<file path="src/hw/rtl/wyle_code_run_decoder_macros.svh">
// ----------------------------------------------------------------------------
// Wyle-code run decoder assertion macros
// Shared concurrent assertion forms for the decoder RTL.
// ----------------------------------------------------------------------------
`ifndef WYLE_CODE_RUN_DECODER_MACROS_SVH
`define WYLE_CODE_RUN_DECODER_MACROS_SVH

// Consequent must hold in the same cycle as the antecedent.
`define WCRD_ASSERT_NOW(label, clk, rst_n, ante, cons) \
    label: assert property (@(posedge clk) disable iff (!rst_n) (ante) |-> (cons)) \
        else $error("wcrd same-cycle check failed");

// Consequent must hold in the cycle after the antecedent.
`define WCRD_ASSERT_NEXT(label, clk, rst_n, ante, cons) \
    label: assert property (@(posedge clk) disable iff (!rst_n) (ante) |=> (cons)) \
        else $error("wcrd next-cycle check failed");

`endif

</file>
<file path="src/hw/rtl/wcrd_pkg.sv">
// ----------------------------------------------------------------------------
// Wyle-code run decoder package
// Beat types and fixed constants shared by the decoder RTL.
// ----------------------------------------------------------------------------
package wcrd_pkg;

    localparam int BYTE_W          = 8;
    localparam int RUN_LENGTH_W    = 17;
    localparam int COUNT_W         = 32;
    localparam int EMIT_W          = 33;
    localparam int HEADER_BYTES    = 4;
    localparam int LENGTH_MIN_BITS = 2;

    typedef struct packed {
        logic [BYTE_W-1:0] stream_byte;
        logic              start_of_stream;
    } code_beat_t;

    typedef struct packed {
        logic [BYTE_W-1:0]       run_byte;
        logic [RUN_LENGTH_W-1:0] run_length;
        logic                    stream_done;
        logic                    prefix_error;
    } run_beat_t;

endpackage

</file>
<file path="src/hw/rtl/wyle_code_run_decoder.sv">
// ----------------------------------------------------------------------------
// Wyle-code run decoder
// Parses a byte stream of unary-prefixed run lengths and byte values into
// (value, length) run beats for a downstream repeater.
// ----------------------------------------------------------------------------
// The decoder takes one compressed byte per clock while code_stall is low:
// all eight bits of a byte are parsed by one unrolled pass against the
// parse state registers, and a run beat is registered into the output
// register, or into the skid register if the output one holds an untaken
// run. The first four bytes after reset, or the four bytes that begin with
// a byte marked start_of_stream, carry the big-endian output count; the
// byte that finishes a run drops any bits left in it.
// A two-entry output buffer (output register plus skid register) lets the
// input keep flowing while a finished run waits; code_stall rises only when
// both entries hold runs that the downstream side has not taken.
`include "wyle_code_run_decoder_macros.svh"

module wyle_code_run_decoder #(
    parameter int MAX_PREFIX_ONES = 14
) (
    input  logic                clk,
    input  logic                rst_n,
    input  logic                code_valid,
    output logic                code_stall,
    input  wcrd_pkg::code_beat_t code,
    output logic                run_valid,
    input  logic                run_stall,
    output wcrd_pkg::run_beat_t  run
);

    import wcrd_pkg::*;

    localparam int LEN_W    = MAX_PREFIX_ONES + LENGTH_MIN_BITS;
    localparam int ONES_W   = $clog2(MAX_PREFIX_ONES + 2);
    localparam int BITS_MAX = (LEN_W > BYTE_W) ? LEN_W : BYTE_W;
    localparam int BITS_W   = $clog2(BITS_MAX + 1);
    localparam int HDR_W    = $clog2(HEADER_BYTES);

    typedef enum logic [2:0] {
        PH_HEADER,
        PH_PREFIX,
        PH_LENGTH,
        PH_VALUE,
        PH_DONE,
        PH_ERROR
    } phase_t;

    phase_t              phase_reg,    phase_next;
    logic [HDR_W-1:0]    hdr_cnt_reg,  hdr_cnt_next;
    logic [COUNT_W-1:0]  expected_reg, expected_next;
    logic [EMIT_W-1:0]   emitted_reg,  emitted_next;
    logic [ONES_W-1:0]   ones_reg,     ones_next;
    logic [LEN_W-1:0]    acc_reg,      acc_next;
    logic [BITS_W-1:0]   bits_reg,     bits_next;
    logic [BYTE_W-1:0]   bacc_reg,     bacc_next;

    logic                out_valid_reg;
    run_beat_t           out_reg;
    logic                skid_valid_reg;
    run_beat_t           skid_reg;

    logic                code_fire;
    logic                pop;
    logic                push;
    logic                emit;
    logic                err;
    run_beat_t           result;

    logic [LEN_W:0]      len;
    logic [EMIT_W:0]     sum;
    logic [EMIT_W-1:0]   sum_sat;
    logic                done;

    assign code_stall = skid_valid_reg;
    assign code_fire  = code_valid && !code_stall;
    assign pop        = out_valid_reg && !run_stall;
    assign push       = code_fire && (emit || err);
    assign run_valid  = out_valid_reg;
    assign run        = out_reg;

    // One pass over the eight bits of the incoming byte. Parsing stops at
    // the first run or error, so later bits of that byte are dropped.
    always_comb
    begin
        logic stop;
        logic bit_v;

        phase_next    = phase_reg;
        hdr_cnt_next  = hdr_cnt_reg;
        expected_next = expected_reg;
        emitted_next  = emitted_reg;
        ones_next     = ones_reg;
        acc_next      = acc_reg;
        bits_next     = bits_reg;
        bacc_next     = bacc_reg;
        emit          = 1'b0;
        err           = 1'b0;
        stop          = 1'b0;
        bit_v         = 1'b0;
        len           = '0;
        sum           = '0;
        sum_sat       = '0;
        done          = 1'b0;

        if (code.start_of_stream)
        begin
            phase_next    = PH_HEADER;
            hdr_cnt_next  = '0;
            expected_next = '0;
            emitted_next  = '0;
            ones_next     = '0;
            acc_next      = '0;
            bits_next     = '0;
            bacc_next     = '0;
        end

        case (phase_next)
            PH_HEADER:
            begin
                expected_next = {expected_next[COUNT_W-BYTE_W-1:0], code.stream_byte};
                if (hdr_cnt_next == HDR_W'(HEADER_BYTES - 1))
                begin
                    hdr_cnt_next = '0;
                    phase_next   = (expected_next == '0) ? PH_DONE : PH_PREFIX;
                    ones_next    = '0;
                    acc_next     = '0;
                    bits_next    = '0;
                    bacc_next    = '0;
                end
                else
                begin
                    hdr_cnt_next = hdr_cnt_next + HDR_W'(1);
                end
            end
            PH_PREFIX, PH_LENGTH, PH_VALUE:
            begin
                for (int i = BYTE_W - 1; i >= 0; i--)
                begin
                    bit_v = code.stream_byte[i];
                    if (!stop)
                    begin
                        case (phase_next)
                            PH_PREFIX:
                            begin
                                if (bit_v)
                                begin
                                    ones_next = ones_next + ONES_W'(1);
                                    if (ones_next > ONES_W'(MAX_PREFIX_ONES))
                                    begin
                                        err        = 1'b1;
                                        stop       = 1'b1;
                                        phase_next = PH_ERROR;
                                    end
                                end
                                else
                                begin
                                    phase_next = PH_LENGTH;
                                    acc_next   = '0;
                                    bits_next  = '0;
                                end
                            end
                            PH_LENGTH:
                            begin
                                acc_next  = acc_next | (LEN_W'(bit_v) << bits_next);
                                bits_next = bits_next + BITS_W'(1);
                                if ((BITS_W+1)'(bits_next) >=
                                    (BITS_W+1)'(ones_next) + (BITS_W+1)'(LENGTH_MIN_BITS))
                                begin
                                    phase_next = PH_VALUE;
                                    bits_next  = '0;
                                    bacc_next  = '0;
                                end
                            end
                            PH_VALUE:
                            begin
                                bacc_next = {bacc_next[BYTE_W-2:0], bit_v};
                                bits_next = bits_next + BITS_W'(1);
                                if (bits_next >= BITS_W'(BYTE_W))
                                begin
                                    emit = 1'b1;
                                    stop = 1'b1;
                                end
                            end
                            default:
                            begin
                                stop = 1'b1;
                            end
                        endcase
                    end
                end

                if (emit)
                begin
                    len          = {1'b0, acc_next} + (LEN_W+1)'(1);
                    sum          = (EMIT_W+1)'(emitted_next) + (EMIT_W+1)'(len);
                    sum_sat      = sum[EMIT_W] ? '1 : sum[EMIT_W-1:0];
                    done         = sum_sat >= EMIT_W'(expected_next);
                    emitted_next = sum_sat;
                    ones_next    = '0;
                    bits_next    = '0;
                    acc_next     = '0;
                    phase_next   = done ? PH_DONE : PH_PREFIX;
                end
            end
            default:
            begin
                // Finished or halted: the byte is consumed with no effect.
            end
        endcase

        result.run_byte     = emit ? bacc_next : '0;
        result.run_length   = emit ? RUN_LENGTH_W'(len) : '0;
        result.stream_done  = emit && done;
        result.prefix_error = err;
    end

    always_ff @(posedge clk or negedge rst_n)
    begin
        if (!rst_n)
        begin
            phase_reg      <= PH_HEADER;
            hdr_cnt_reg    <= '0;
            expected_reg   <= '0;
            emitted_reg    <= '0;
            ones_reg       <= '0;
            acc_reg        <= '0;
            bits_reg       <= '0;
            bacc_reg       <= '0;
            out_valid_reg  <= 1'b0;
            skid_valid_reg <= 1'b0;
        end
        else
        begin
            if (code_fire)
            begin
                phase_reg    <= phase_next;
                hdr_cnt_reg  <= hdr_cnt_next;
                expected_reg <= expected_next;
                emitted_reg  <= emitted_next;
                ones_reg     <= ones_next;
                acc_reg      <= acc_next;
                bits_reg     <= bits_next;
                bacc_reg     <= bacc_next;
            end

            // The skid entry is always older than a new result, and no new
            // beat arrives while it is occupied.
            if (pop)
            begin
                if (skid_valid_reg)
                begin
                    out_reg        <= skid_reg;
                    skid_valid_reg <= 1'b0;
                end
                else
                begin
                    out_valid_reg <= push;
                    out_reg       <= result;
                end
            end
            else if (push)
            begin
                if (!out_valid_reg)
                begin
                    out_valid_reg <= 1'b1;
                    out_reg       <= result;
                end
                else
                begin
                    skid_valid_reg <= 1'b1;
                    skid_reg       <= result;
                end
            end
        end
    end

    `WCRD_ASSERT_NOW(a_skid_behind_out, clk, rst_n, skid_valid_reg, out_valid_reg)
    `WCRD_ASSERT_NEXT(a_push_to_skid, clk, rst_n, push && out_valid_reg && run_stall, skid_valid_reg)
    `WCRD_ASSERT_NEXT(a_drain_empty, clk, rst_n, pop && !skid_valid_reg && !push, !run_valid)
    `WCRD_ASSERT_NEXT(a_error_halts, clk, rst_n, push && result.prefix_error, phase_reg == PH_ERROR)
    `WCRD_ASSERT_NEXT(a_done_stops, clk, rst_n, push && result.stream_done, phase_reg == PH_DONE)

endmodule
</file>
<file path="config.mk">
export PLATFORM = sky130hd
export DESIGN_NAME = wyle_code_run_decoder
export DESIGN_NICKNAME = d
export VERILOG_FILES = /design/src/hw/rtl/wcrd_pkg.sv /design/src/hw/rtl/wyle_code_run_decoder.sv
export VERILOG_INCLUDE_DIRS = /design/src /design/src/hw/rtl
export SDC_FILE = /design/constraint.sdc
export NUM_CORES = 1
export LEC_CHECK = 0
export BUFFER_PORTS_ARGS = -buffer_cell sky130_fd_sc_hd__buf_4
export CORE_ASPECT_RATIO = 0.8
export CORE_MARGIN = 3
export CORE_UTILIZATION = 50
export DETAILED_ROUTE_END_ITERATION = 12
export PLACE_DENSITY = 0.72
export SLEW_MARGIN = 10
export SYNTH_ARGS = -nofsm -noshare
export SYNTH_HDL_FRONTEND = slang
export SYNTH_SLANG_ARGS = --single-unit
</file>
<file path="constraint.sdc">
create_clock -name clk -period 65.1 [get_ports clk]
set_input_delay 0 -clock clk [delete_from_list [all_inputs] [get_ports clk]]
set_output_delay 0 -clock clk [all_outputs]
set_load 0.005 [all_outputs]
</file>
Word level (Yosys, flattened, before mapping)
Index checks and enable logic that the tools add are counted.

Register bits: 159. Input bits: 13. Output and inout bits: 29. Logic and storage cells: 445.

Add/subtract/negate cells: 27. Order comparisons: 25. Eq/ne operators: 27. Shift operators: 8. Muxes and demuxes: 315. Bitwise logic cells: 9. Reductions and logical operators: 16.

Operators by type and width (count): $mux W16 (26); $pmux W16 S2 (9); $mux W5 (33); $mux W8 (20); $pmux W8 S2 (9); $mux W33 (4); $mux W4 (33); $mux W3 (43); $or A16 B16 Y16 (8); $shl A1 B5 Y16 (8); $pmux W5 S3 (8); $mux W27 (4); $mux W1 (100); $mux W32 (2); $pmux W3 S2 (9); $mux W17 (3); $eq A3 B2 Y1 const B (16); $add A4 B2 Y5 const B (8); $add A5 B1 Y5 const B (8); $ge A5 B4 Y1 const B (8); $ge A5 B5 Y1 (8); $add A33 B17 Y34 (1); $ge A33 B32 Y1 (1); $add A4 B1 Y4 const B (8); 22 further kinds (50).

Longest topological paths before layout
Gate-level depths: netlist of the first run.

Word-level depth: 57. Depth in mapped cells: 138. Mapped depth without buffers: 129.

Least setup slack after synthesis of the first run
No wires, ideal clock.

Path type: input-to-reg. Start: input port code[0] (netlist name). End: register phase_reg[2]. Library setup time: 0.124 ns. Arrival time: 23.607 ns. Required time: 64.976 ns. Slack: 41.369 ns. Cell stages on the path: 132. Path buffers: 12. Path through: buf_2 buf_1 clkbuf_1 clkbuf_1 clkbuf_1 clkbuf_1 or2_2 ha_1 a21o_1 a211oi_4 o21ai_2 a221oi_4 ha_1 inv_1 a211oi_1 o31ai_1 mux2_2 nand2_1 [96 not listed] a21o_1 a21oi_1 o21ai_0 a221o_1 a21o_1 a21o_1 a21oi_1 nor3_1 a211oi_1 o21ai_0 a21oi_1 nor2b_1 o21ai_0 nand2_1 o21ai_0 inv_1 o21ai_0 nand2_1.

Longest elaborated chain between the ends: 54. Elaborated cells on any way between the ends: 312.

Ends and longest elaborated chain: start, declared (RTL line wyle_code_run_decoder.sv:25) `input wcrd_pkg::code_beat_t code,`; $mux W5 / $mux W4 (equally long branches) (RTL line wyle_code_run_decoder.sv:105) `if (code.start_of_stream)`; $add A5 B1 Y5 / $add A4 B2 Y5 (equally long branches) (RTL line wyle_code_run_decoder.sv:165, wyle_code_run_decoder.sv:177, wyle_code_run_decoder.sv:167); $ge A5 B5 Y1 (RTL line wyle_code_run_decoder.sv:166) `if ((BITS_W+1)'(bits_next) >=`; $mux W5 (RTL line wyle_code_run_decoder.sv:166); $pmux W5 S3 (RTL line wyle_code_run_decoder.sv:142) `case (phase_next)`; $mux W5 (RTL line wyle_code_run_decoder.sv:117) `case (phase_next)`; $add A5 B1 Y5 (RTL line wyle_code_run_decoder.sv:165, wyle_code_run_decoder.sv:177); $ge A5 B5 Y1 (RTL line wyle_code_run_decoder.sv:166); [38 not listed]; $mux W16 (RTL line wyle_code_run_decoder.sv:117); $add A16 B1 Y17 (RTL line wyle_code_run_decoder.sv:194) `len = {1'b0, acc_next} + (LEN_W+1)'(1);`; $add A33 B17 Y34 (RTL line wyle_code_run_decoder.sv:195) `sum = (EMIT_W+1)'(emitted_next) + (EMIT_W+1)'(len);`; $mux W33 (RTL line wyle_code_run_decoder.sv:196) `sum_sat = sum[EMIT_W] ? '1 : sum[EMIT_W-1:0];`; $ge A33 B32 Y1 (RTL line wyle_code_run_decoder.sv:197) `done = sum_sat >= EMIT_W'(expected_next);`; $mux W3 (RTL line wyle_code_run_decoder.sv:202) `phase_next = done ? PH_DONE : PH_PREFIX;`; $mux W3 (RTL line wyle_code_run_decoder.sv:192) `if (emit)`; $pmux W3 S2 * (RTL line wyle_code_run_decoder.sv:117); end signal, assigned (RTL line wyle_code_run_decoder.sv:236) `phase_reg <= phase_next;`; end, declared (RTL line wyle_code_run_decoder.sv:48) `phase_t phase_reg, phase_next;`.

Every way passes the cells marked *; elsewhere a longest branch is shown, timed or not. The select of a mux whose other input is x is not followed. A chain may end at the register's enable or synchronous reset.

Worst setup path after layout of the first run
Start: register bits_reg[2]. End: register phase_reg[2].

Longest elaborated chain between the ends: 54. Elaborated cells on any way between the ends: 280.

Ends and longest elaborated chain: start, declared (RTL line wyle_code_run_decoder.sv:54) `logic [BITS_W-1:0] bits_reg, bits_next;`; start signal, assigned (RTL line wyle_code_run_decoder.sv:242) `bits_reg <= bits_next;`; $mux W5 * (RTL line wyle_code_run_decoder.sv:105); $add A5 B1 Y5 (RTL line wyle_code_run_decoder.sv:165, wyle_code_run_decoder.sv:177); $ge A5 B5 Y1 (RTL line wyle_code_run_decoder.sv:166); $mux W5 (RTL line wyle_code_run_decoder.sv:166); $pmux W5 S3 (RTL line wyle_code_run_decoder.sv:142); $mux W5 (RTL line wyle_code_run_decoder.sv:117); $add A5 B1 Y5 (RTL line wyle_code_run_decoder.sv:165, wyle_code_run_decoder.sv:177); $ge A5 B5 Y1 (RTL line wyle_code_run_decoder.sv:166); [38 not listed]; $mux W16 (RTL line wyle_code_run_decoder.sv:117); $add A16 B1 Y17 (RTL line wyle_code_run_decoder.sv:194); $add A33 B17 Y34 (RTL line wyle_code_run_decoder.sv:195); $mux W33 (RTL line wyle_code_run_decoder.sv:196); $ge A33 B32 Y1 (RTL line wyle_code_run_decoder.sv:197); $mux W3 (RTL line wyle_code_run_decoder.sv:202); $mux W3 * (RTL line wyle_code_run_decoder.sv:192); $pmux W3 S2 * (RTL line wyle_code_run_decoder.sv:117).

Marked as above.

==> summary.txt, run 1 <==
status -> complete, no violations
Initial Util -> 0.517
RR Endpoint -> phase_reg[2]
Worst-path clk slew -> 0.08 ns
RSZ-0062 raised after global routing -> false
average size of a mapped cell -> 7.92 sq um
Wirelength per Cell -> 23.4 microns
post-CTS setup buffer count -> 0
post-layout min period -> 29.27 ns
Max Clock Skew -> 0.0129 ns
critical path class -> reg2reg
commonest non-fill, non-tap cells in the layout -> nand2_1, o21ai_0, nor2_1, ha_1, a21oi_1
CP Buf/Inv Count -> 10
nets -> 2,286
critical path required time -> 65.43 ns
Gate Count Post-Synth -> 2,157
Die ar. -> 36,400 sq um
max reg flops -> 33
root buffer cell -> clkbuf_16
Crit Reg-Reg Startpoint -> bits_reg[2]
detailed-placement wirelength estimate -> 47,300 microns
clock buffer depth -> 2
residual DRC count -> 0
Finish-stage setup viols -> 0
Simple-Gate Fraction of Synth Area -> 0.234
Largest delay share family, worst path -> compound AO/OA/AOI/OAI gates
share of synthesized registers carrying an async set or reset -> 0.660
worst slew pin tran -> 1.17 ns
area grow syn2layout -> 7.65%
clk sinks -> 159
Max-Slew Margin vs Limit -> 0.215
PortBufs -> 41
CTS HTree Levels -> 4
post-synthesis mux area share -> 0.0207
CP startpoint kind -> flop
Unique masters post-synth -> 119
Post-synth top flop -> dfrtp_1
Mapped Nets -> 2,292
sequential cell area fraction in the yosys report -> 0.249
total grt overflow -> 0
Antenna Nets Post-Route -> 0
leakage power -> 7.40 nW
Setup crit end kind -> flop
post_cts resized -> 0
compound-cell area share of the yosys netlist -> 0.311
Reg2Reg Setup Slack -> 35.83 ns
Inserted Clock Buffers -> 17
post-synthesis xor/xnor area fraction -> 0.0516
routed vias/inst -> 6.73
PwrDens -> 15.4 nW/um^2
DR vias -> 17,500
Synth Cell Area -> 17,100 sq um
row count -> 59
ratio of cells with drive above 1 in the final layout -> 0.0975
Synth Register Bits -> 159
Synth Area in Adders -> 0.0898
critical path peak fanout -> 29
final WL -> 60,700 microns
most used cell, CP -> o21ai_0
total track usage -> 0.327
global-route wire length before repair -> 93,000 microns
# IOs -> 42
Die H -> 171 microns
number of synthesized flops with an enable pin -> 54
VDD IR max -> 0.0145 mV
total iterations of the first detailed-routing run -> 7
Cell Count, Final, Fillers Out -> 2,594
Final Slew Violations -> 0
number of global-route vias before repair -> 15,800
Final Cycle Share -> 0.450
antenna violations before repair -> 0
Final Wtd Congestion -> 1.03
Worst Hold End -> phase_reg[2]
Worst Path Arrival -> 29.59 ns
max cap viols -> 0
Min-Delay Path Class -> in2reg
Worst path max stage delay -> 0.74 ns
clock latency at the later pin of the worst-skew pair -> 0.45 ns
Fin. Hold Viols -> 0
largest family of logic cells by synthesized area -> compound AO/OA/AOI/OAI gates
YS warnings -> 0
Cells after DPL -> 2,549
fmax -> 0.0342 GHz
Initial DRC Count -> 2,249
commonest non-fill, non-tap cell in the layout -> nand2_1
pin count of the biggest net entering global routing -> 72
Hold Path Depth -> 4
TNS Setup -> 0 ns
Core Area -> 33,100 sq um
TritonCTS clock tree -> yes
CP max stage cell -> a2111oi_2
hold wc startpoint -> code_valid
DIE WIDTH -> 213 microns
r2r worst-path depth -> 122
[kinds of logic after synthesis]
group	after synthesis
AND/OR/NAND/NOR	808
AO/OA/AOI/OAI	753
buffers and inverters	189
flip-flops	159
adder cells (fa/ha/maj)	122
XOR/XNOR	94
multiplexers	32
[worst reg2reg max path, delay by kind of cell, from the launching register on]
kind	cells	cell delay (ns)
mux	2	0.77
flops	1	0.67
fa+ha+maj	16	5.09
xor+xnor	5	1.00
compound gates	65	15.37
buf+inv	10	1.98
simple gates	24	4.23
[layer usage]
layer | global-route usage | routed length [microns] | up-vias
met5 | 0 | 0 | -
met4 | 0.0703 | 1020 | 0
met3 | 0.0954 | 6810 | 59
met2 | 0.439 | 23700 | 903
met1 | 0.510 | 29100 | 8425
li1 | - | - | 8071
[repair_timing]
action,in CTS,in global routing
hold buffers,10,0
hold endpoints to repair,44,0
endpoints found under the setup margin,0,0
[area by class of cell]
type	count	area, sq um
fillers	3117	14700
multi-input cells	1809	12100
flip-flops and latches	159	4250
repair buffers	72	566
well taps	427	534
clock buffers	17	425
inverters	92	345
clock inverters	15	165
diodes	3	7.51
[power by group]
part           total [mW]  switching [mW]  internal [mW]
Clock               0.100          0.0489         0.0515
Sequential          0.115         0.00728          0.107
Combinational      0.0679          0.0466         0.0214
[cells in the mapped netlist, drive strengths merged (38+ instances only)]
| cell | count | area share |
|---|---|---|
| nand2 | 285 | 0.063 |
| ha | 121 | 0.089 |
| nor2 | 166 | 0.036 |
| dfrtp | 105 | 0.15 |
| inv | 89 | 0.020 |
| edfxtp | 54 | 0.095 |
| clkbuf | 72 | 0.016 |
| xnor2 | 68 | 0.036 |
| nand3 | 58 | 0.018 |
| nor2b | 51 | 0.019 |
| o21ai | 189 | 0.057 |
| o22ai | 49 | 0.018 |
| a22oi | 76 | 0.035 |
| a22o | 52 | 0.027 |
| a21oi | 124 | 0.038 |
| nand2b | 39 | 0.014 |
| nor3 | 38 | 0.011 |
[how the worst max path moves through the flow]
stage | start | end | cells after the start
6_report | bits_reg[2] | phase_reg[2] | 122
3_3_place_gp | bits_reg[2] | phase_reg[2] | 121
5_1_grt | bits_reg[2] | phase_reg[2] | 124
3_5_place_dp | bits_reg[2] | phase_reg[2] | 122
4_1_cts | bits_reg[2] | phase_reg[2] | 122
2_1_floorplan | code[0] | phase_reg[2] | 132
[metrics by stage]
step | hold WS (ns) | utilization | setup WS [ns] | cell area, sq um | power, mW
finish | 0.0254 | 0.556 | 35.83 | 18400 | 0.283
CTS | 0.0138 | 0.556 | 36.77 | 18400 | 0.281
floorplan | -0.296 | - | 41.37 | 17100 | 0.159
global placement | -0.00947 | 0.535 | 38.35 | 17700 | 0.180
detailed placement | -0.00820 | 0.535 | 36.93 | 17700 | 0.181
global route | 0.0506 | 0.556 | 33.55 | 18400 | 0.295
Power figures use the tool's default switching activity.
==> run 2, diff against run 1 <==
PLACE_DENSITY = 0.75   (was 0.72)
clock period = 26.2 ns   (was 65.1 ns; I/O delays follow)
==> summary.txt, run 2 (same netlist as run 1, synthesis figures left out) <==
critical path peak fanout -> 18 (was 29)
# fillers -> 3,066 (was 3,117)
Max-Slew Margin vs Limit -> 0.188 (was 0.215)
total track usage -> 0.320 (was 0.327)
number of global-route vias before repair -> 15,600 (was 15,800)
routed vias/inst -> 6.78 (was 6.73)
clk sinks -> 159 (unchanged)
PwrDens -> 37.9 nW/um^2 (was 15.4 nW/um^2)
overall power -> 0.709 mW (was 0.283 mW)
critical path required time -> 26.52 ns (was 65.43 ns)
Max Clock Skew -> 0.0148 ns (was 0.0129 ns)
PortBufs -> 41 (unchanged)
Final Cycle Share -> 0.937 (was 0.450)
ratio of cells with drive above 1 in the final layout -> 0.120 (was 0.0975)
post-layout min period -> 24.56 ns (was 29.27 ns)
worst slew pin tran -> 1.21 ns (was 1.17 ns)
antenna violations before repair -> 2 (was 0)
# IOs -> 42 (unchanged)
Hold Slack -> 0.0493 ns (was 0.0254 ns)
leakage power -> 7.55 nW (was 7.40 nW)
CP startpoint kind -> flop (unchanged)
Die H -> 171 microns (unchanged)
TritonCTS clock tree -> yes (unchanged)
global-route wire length before repair -> 91,800 microns (was 93,000 microns)
Initial DRC Count -> 2,730 (was 2,249)
Initial Util -> 0.517 (unchanged)
CTS HTree Levels -> 4 (unchanged)
total iterations of the first detailed-routing run -> 6 (was 7)
critical path class -> reg2reg (unchanged)
Setup crit end kind -> flop (unchanged)
Inserted Clock Buffers -> 17 (unchanged)
total grt overflow -> 0 (unchanged)
Final Wtd Congestion -> 1.00 (was 1.03)
root buffer cell -> clkbuf_16 (unchanged)
commonest non-fill, non-tap cells in the layout -> nand2_1, o21ai_0, nor2_1, ha_1, a21oi_1 (unchanged)
area grow syn2layout -> 9.38% (was 7.65%)
final WL -> 59,900 microns (was 60,700 microns)
Finish-stage setup viols -> 0 (unchanged)
clock buffer depth -> 2 (unchanged)
Reg2Reg Setup Slack -> 1.64 ns (was 35.83 ns)
status -> complete, no violations (unchanged)
Worst Path Arrival -> 24.88 ns (was 29.59 ns)
Min-Delay Path Class -> in2reg (unchanged)
DR vias -> 17,700 (was 17,500)
residual DRC count -> 0 (unchanged)
Placed Area -> 17,800 sq um (was 17,700 sq um)
Final Cell Area -> 18,700 sq um (was 18,400 sq um)
Core Area -> 33,100 sq um (unchanged)
Final Slew Violations -> 0 (unchanged)
Worst-path clk slew -> 0.07 ns (was 0.08 ns)
most used cell, CP -> o21ai_0 (unchanged)
Fin. Hold Viols -> 0 (unchanged)
Worst path max stage delay -> 0.54 ns (was 0.74 ns)
row count -> 59 (unchanged)
Antenna Nets Post-Route -> 0 (unchanged)
DIE WIDTH -> 213 microns (unchanged)
pin count of the biggest net entering global routing -> 72 (unchanged)
nets -> 2,308 (was 2,286)
CP max stage cell -> dfrtp_1 (was a2111oi_2)
max cap viols -> 0 (unchanged)
max reg flops -> 33 (unchanged)
clock latency at the later pin of the worst-skew pair -> 0.45 ns (about the same)
fmax -> 0.0407 GHz (was 0.0342 GHz)
Die ar. -> 36,400 sq um (unchanged)
VDD IR max -> 0.0402 mV (was 0.0145 mV)
commonest non-fill, non-tap cell in the layout -> nand2_1 (unchanged)
Wirelength per Cell -> 22.9 microns (was 23.4 microns)
detailed-placement wirelength estimate -> 46,100 microns (was 47,300 microns)
n_diodes -> 0 (was 3)
[run 2: cell types whose count changed in the layout (fill, tap and decap cells not counted), sizes merged]
cell         previous run  this run
buf                    62        85
bufinv                  0         1
clkbuf                 17        20
clkinv                  9         5
clkinvlp                0         2
diode                   3         0
dlygate4sd3            10         9
inv                    98        96
[run 2: path summary, 6_finish.rpt]
kind / depth (start not counted) / end / startpoint
max: 127 / phase_reg[2] / ones_reg[2]
min: 4 / phase_reg[2] / code_valid
max reg2reg: 127 / phase_reg[2] / ones_reg[2]
min reg2reg: 1 / emitted_reg[11] / emitted_reg[11]
max in group asynchronous: 3 / emitted_reg[22] / rst_n
min in group asynchronous: 2 / run_valid / rst_n
[run 2: critical path, delay by kind of cell (launching register included)]
family / cells / cell delay, ns
buffers and inverters: 11 / 1.45
DFF: 1 / 0.54
adders and majority gates: 15 / 4.32
xor gates and xnor gates: 4 / 0.63
and+or+nand+nor: 28 / 4.37
muxes: 1 / 0.30
AOI/OAI and AO/OA: 68 / 12.83
[run 2: per-stage QoR]
step	cells	setup TNS, ns	utilization	worst slack [ns]
final	2613	0	0.565	1.64
after global routing	2613	-0.0233	0.565	-0.0233
after CTS	2600	0	0.559	0.177
after detailed placement	2559	-1.53	0.537	-0.436
after global placement	2559	0	0.537	0.767
after floorplan	2157	0	-	2.47
[run 2: where the power goes]
group | internal, mW | total [mW] | leakage (nW) | switching (mW)
sequential | 0.267 | 0.282 | 1.90 | 0.0150
combinational | 0.0551 | 0.175 | 5.37 | 0.120
clock | 0.141 | 0.252 | 0.287 | 0.111
total | 0.463 | 0.709 | 7.55 | 0.245
[run 2: layer usage]
layer | GRT usage | vias up | wire [microns]
met4 | 0.0630 | 0 | 1090
met1 | 0.510 | 8515 | 28300
met5 | 0 | - | 0
met2 | 0.434 | 1028 | 23500
li1 | - | 8105 | -
met3 | 0.0768 | 70 | 6930
[run 2: cell type report]
cell class	count	area, sq um	share of cell area
Multi-Input combinational cell	1809	12200	0.655
Timing Repair Buffer	94	728	0.0390
Tap cell	427	534	0.0286
Sequential cell	159	4260	0.228
Clock inverter	12	123	0.00656
Inverter	92	345	0.0185
Clock buffer	20	468	0.0250
[run 2: repair_timing]
action | 4_1_cts | 5_1_grt
endpoints found under the setup margin | 4 | 5
hold buffers | 9 | 0
hold endpoints to repair | 43 | 0
pin swaps | 0 | 4
gates resized for setup | 5 | 34
setup buffers | 0 | 13
